## src/sv/fixed_point_alu_nr_divide_assert.svh

```systemverilog
// assertion helpers for the fixed-point alu, clocked on clk_i and held off during reset
`ifndef FIXED_POINT_ALU_NR_DIVIDE_ASSERT_SVH
`define FIXED_POINT_ALU_NR_DIVIDE_ASSERT_SVH

// plain property check
`define FPNR_ASSERT(label, prop, msg) \
  label: assert property (@(posedge clk_i) disable iff (!rst_ni) (prop)) else $error(msg);

// check that a condition implies a result in the next cycle
`define FPNR_ASSERT_NEXT(label, ante, cons, msg) \
  label: assert property (@(posedge clk_i) disable iff (!rst_ni) (ante) |=> (cons)) \
    else $error(msg);

`endif

```

## src/sv/fpnr_pkg.sv

```systemverilog
`default_nettype none

package fpnr_pkg;

  localparam int IntWidth    = 18;
  localparam int FracWidth   = 18;
  localparam int Word        = IntWidth + FracWidth;
  localparam int SeedEntries = 128;
  localparam int SeedBits    = $clog2(SeedEntries);
  localparam int MsbBits     = $clog2(Word);
  localparam int ShBits      = MsbBits + 1;

  // numerator of the reciprocal seed table
  localparam logic [63:0] SeedNumer = 64'(SeedEntries) << FracWidth;

  // stream widths, padded to whole bytes
  localparam int InDataBits  = ((2 * Word + 7) / 8) * 8;
  localparam int OutDataBits = ((Word + 7) / 8) * 8;

  // pipeline layout
  localparam int FrontStages = 4;
  localparam int NrStages    = 5;
  localparam int MulStages   = 2;
  localparam int StgNr1      = FrontStages;
  localparam int StgNr2      = StgNr1 + NrStages;
  localparam int StgScale    = StgNr2 + NrStages;
  localparam int StgSel      = StgScale + 1;
  localparam int StgMul      = StgSel + 1;
  localparam int StgOut      = StgMul + MulStages;
  localparam int Stages      = StgOut + 1;

  typedef enum logic [1:0] {
    CmdAdd = 2'd0,
    CmdSub = 2'd1,
    CmdMul = 2'd2,
    CmdDiv = 2'd3
  } cmd_e;

  // per-item information that rides along the pipeline
  typedef struct packed {
    cmd_e                     cmd;
    logic [Word-1:0]          opa;
    logic [Word-1:0]          opb;
    logic [Word-1:0]          sum;
    logic                     neg;
    logic                     zero;
    logic signed [ShBits-1:0] shamt;
    logic [Word-1:0]          norm;
  } side_t;

endpackage

`default_nettype wire

```

## src/sv/fpnr_mul.sv

```systemverilog
`default_nettype none

// two-stage fixed-point multiply: (a * b) >>> frac, wrapped to the word
module fpnr_mul (
  input  wire logic                        clk_i,
  input  wire logic [1:0]                  en_i,
  input  wire logic [fpnr_pkg::Word-1:0]   a_i,
  input  wire logic [fpnr_pkg::Word-1:0]   b_i,
  output logic      [fpnr_pkg::Word-1:0]   p_o
);

  logic signed [fpnr_pkg::Word+fpnr_pkg::FracWidth:0]  prod_lo;
  logic signed [fpnr_pkg::Word+fpnr_pkg::IntWidth-1:0] prod_hi;
  logic [fpnr_pkg::Word-1:0] lo_q, lo_d, hi_q, hi_d, p_q, p_d;

  // split b at the binary point so the shift folds into the final add
  assign prod_lo = $signed(a_i) * $signed({1'b0, b_i[fpnr_pkg::FracWidth-1:0]});
  assign prod_hi = $signed(a_i) * $signed(b_i[fpnr_pkg::Word-1:fpnr_pkg::FracWidth]);

  assign lo_d = prod_lo[fpnr_pkg::Word+fpnr_pkg::FracWidth-1:fpnr_pkg::FracWidth];
  assign hi_d = prod_hi[fpnr_pkg::Word-1:0];
  assign p_d  = hi_q + lo_q;

  always_ff @(posedge clk_i) begin
    if (en_i[0]) begin
      lo_q <= lo_d;
      hi_q <= hi_d;
    end
    if (en_i[1]) begin
      p_q <= p_d;
    end
  end

  assign p_o = p_q;

endmodule

`default_nettype wire

```

## config.mk

```make
export PLATFORM = sky130hd
export DESIGN_NAME = fpnr_mul
export DESIGN_NICKNAME = d
export VERILOG_FILES = /design/src/sv/fixed_point_alu_nr_divide_assert.svh /design/src/sv/fpnr_pkg.sv /design/src/sv/fpnr_mul.sv
export SDC_FILE = /design/constraint.sdc
export NUM_CORES = 2
export LEC_CHECK = 0
export ABC_AREA = 1
export BUFFER_PORTS_ARGS = -buffer_cell sky130_fd_sc_hd__buf_2
export CAP_MARGIN = 20
export CORE_AREA = 2 2 354 268
export DETAILED_ROUTE_END_ITERATION = 16
export DIE_AREA = 0 0 356 270
export PLACE_DENSITY = 0.66
export SETUP_SLACK_MARGIN = 0.4
export SKIP_LAST_GASP = 1
export SLEW_MARGIN = 20
export SYNTH_ARGS = -nofsm -noshare
export SYNTH_HDL_FRONTEND = slang
export SYNTH_SLANG_ARGS = --single-unit
```

## constraint.sdc

```tcl
create_clock -name clk_i -period 8.08 [get_ports clk_i]
set_clock_uncertainty 0.05 [all_clocks]
set_input_delay 0.808 -clock clk_i [delete_from_list [all_inputs] [get_ports clk_i]]
set_output_delay 0.808 -clock clk_i [all_outputs]
set_load 0.02 [all_outputs]
```

==> flow_metrics.env <==
export IMPL_syn_area_per_cell_um2=7.734
export IMPL_max_stage_delay_ps=740
export IMPL_post_route_min_period_ps=7023
export IMPL_die_x_um=356
export IMPL_clk_latency_ps=360
export IMPL_crit_chain="buf_2 -> buf_4 -> nand2_1 -> inv_1 -> fa_1 -> inv_1 -> fa_1 -> fa_1 -> inv_1 -> fa_1 -> fa_1 -> fa_1 -> ha_1 -> a21oi_1 -> a21boi_0 -> a21boi_0 -> nand2_1 -> nand2_1 -> nand2_1 -> nand2_1 -> nand2_1 -> nand2_1 -> nand2_1"
export IMPL_syn_instance_count=5832
export IMPL_synthXorXnorAreaFrac=0.01864
export IMPL_grt_usage=0.2802
export IMPL_avgRoutedWirePerCell_um=18.43
export IMPL_grt_pass1_wl_um=209800
export IMPL_relSlewSlack=0.2447
export IMPL_layout_setup_ws_ps=1057
export IMPL_synth_area_top_cells="fa_1 45%, inv_1 16%, nand2_1 13%, ha_1 7.4%, edfxtp_1 7.2%"
export IMPL_grt_overflow_total=0
export IMPL_async_flop_share=0
export IMPL_slowest_stage="buf_2"
export IMPL_cp_required_ps=8130
export IMPL_rsz0062_at_grt="no"
export IMPL_synth_main_ff_cell="edfxtp_1"
export IMPL_synth_top_area_share=0.4496
export IMPL_post_cts_resized=0
export IMPL_area_growth_pct=4.258
export IMPL_root_buffer="clkbuf_16"
export IMPL_yosysMostFrequentCell="inv_1"
export IMPL_viasPerCell=5.036
export IMPL_drive_above_1_share=0.04592
export IMPL_worstPathArrival_ps=7070
export IMPL_antenna_left=0
export IMPL_use_met2=0.4514
export IMPL_synth_top_area_cell="fa_1"
export IMPL_cp_max_fo=33
export IMPL_setup_tns_ps=0
export IMPL_grt_busiest_layer="met2"
export IMPL_endpoint_kind="register"
export IMPL_hold_viol_final=0
export IMPL_hp_class="reg -> reg"
export IMPL_drt_iter0_markers=2453
export IMPL_io_buffers=110
export IMPL_fp_dieH_um=270
export IMPL_crit_type="in -> reg"
export IMPL_dp_slack_ps=681.5
export IMPL_yosys_warnings=0
export IMPL_fin_nets=7119
export IMPL_cts_tree="yes"
export IMPL_syn_cell_area_um2=45110
export IMPL_drv_cap=0
export IMPL_num_vias=35300
export IMPL_ctsHoldBuffers=0
export IMPL_hpwlAfterDp_um=108300
export IMPL_routed_wl_um=129200
export IMPL_num_rows=97
export IMPL_cts_made_buffers=9
export IMPL_synth_area_mux_share=0
export IMPL_drtPass1Iterations=5
export IMPL_cp_common_cell="nand2_1"
export IMPL_antenna_found_initial=10
export IMPL_worst_pin_slew_ps=1133
export IMPL_gp_congestion=0.9777
export IMPL_post_cts_buffers=0
export IMPL_ys_seq_elements=108
export IMPL_use_met3=0.06304
export IMPL_ioPinCount=111
export IMPL_status="complete, no violations"
export IMPL_synth_compound_area_frac=0.04072
export IMPL_fmaxAchievable_mhz=142.4
export IMPL_grt_max_degree=73
export IMPL_clk_path_buf_depth=2
export IMPL_grt_pass1_vias=37970
export IMPL_setup_viol=0
export IMPL_dieArea_um2=96120
export IMPL_synthAdderAreaFrac=0.5231
export IMPL_synth_edf_count=108
export IMPL_yosysSeqAreaShare=0.07190
export IMPL_synth_common_cells="1881 x inv_1, 1511 x nand2_1, 1013 x fa_1, 265 x ha_1, 208 x clkbuf_1"
export IMPL_synth_top_family_by_area="adder cells"
export IMPL_htreeDepth=3
export IMPL_start_kind="input port"
export IMPL_grtUsageMet1=0.3892
export IMPL_timing_hold_ws_ps=575.2
export IMPL_drc=0
export IMPL_syn_num_nets=7185
export IMPL_start_util=0.4865
export IMPL_report_final_slew_viol_count=0
export IMPL_cts_sinks=108
export IMPL_synthSimpleGateAreaFrac=0.1667
export IMPL_core_um2=92720
export IMPL_period_share=0.8691
export IMPL_timing_reg2reg_setup_slack_ps=5480
export IMPL_synth_cell_type_count=50
export IMPL_clk_pin_slew_ps=80
## layer usage
metal	vias to the layer above	routed length, µm
met3	172	12140
met2	1242	58750
met1	17701	55550
met4	10	2679
li1	16175	-
met5	-	47
## logic make-up (layout without fill, tap and decap cells)
group / count (synthesis) / count (layout)
buffers and inverters: 2140 / 2079
adders and majority gates: 1278 / 1278
and+or+nand+nor: 1894 / 1894
AOI/OAI and AO/OA: 316 / 316
xor gates and xnor gates: 96 / 96
other: 0 / 2
DFF: 108 / 108
## layout make-up
| class | count | area, µm² |
|---|---|---|
| Clock inverter | 7 | 91.34 |
| Inverter | 1892 | 7102 |
| Antenna cell | 2 | 5.005 |
| Multi-Input combinational cell | 3584 | 33790 |
| Sequential cell | 108 | 3243 |
| Timing Repair Buffer | 171 | 1021 |
| Tap cell | 1237 | 1548 |
| Fill cell | 9057 | 45700 |
| Clock buffer | 9 | 225.2 |
## flip-flops by register name (all words and copies together) (netlist names)
name	flops
hi_q	36
lo_q	36
p_o	36
## worst max-delay path: cells and delay by family
family,cells,cell delay (ps)
and+or+nand+nor,8,780
buffers and inverters,5,1270
AOI/OAI and AO/OA,3,1020
adders and majority gates,7,3160
## path summary, 6_finish.rpt
| kind | from | endpoint | depth (start not counted) |
|---|---|---|---|
| max | b_i[8] | lo_q[6] | 23 |
| min | hi_q[0] | p_o[0] | 1 |
| min reg2reg | hi_q[0] | p_o[0] | 1 |
| max reg2reg | lo_q[0] | p_o[28] | 11 |
## metrics by stage
step / instances / util / area [µm²]
final: 7010 / 0.5072 / 47030
after floorplan: 5832 / - / 45110
after CTS: 7008 / 0.5071 / 47020
after global placement: 6992 / 0.5037 / 46700
after detailed placement: 6992 / 0.5037 / 46700
after global routing: 7009 / 0.5071 / 47020
## cells in the final DEF, fill, tap and decap left out, types with 2 or more instances in the layout
master,count
a21boi_0,7
a21o_1,21
a21oi_1,130
a21oi_2,3
a31oi_1,19
and2_1,2
and3_1,3
buf_2,110
buf_4,60
clkbuf_16,9
clkinv_8,4
diode_2,2
edfxtp_1,108
fa_1,1013
ha_1,265
inv_1,1881
inv_2,10
inv_6,2
nand2_1,1511
nand2_2,18
nand3_1,85
nand3_2,2
nand3b_1,6
nand4_1,18
nor2_1,197
nor2_2,18
nor3_1,13
nor3_2,5
nor4_1,4
o2111ai_1,3
o211ai_1,4
o21a_1,6
o21ai_0,78
o21ai_1,10
o21ai_2,9
o21bai_1,20
or2_2,6
xnor2_1,27
xor2_1,69
Power is not shown: default switching activity piles up to over one toggle a cycle in this logic, so the estimate is an artifact.
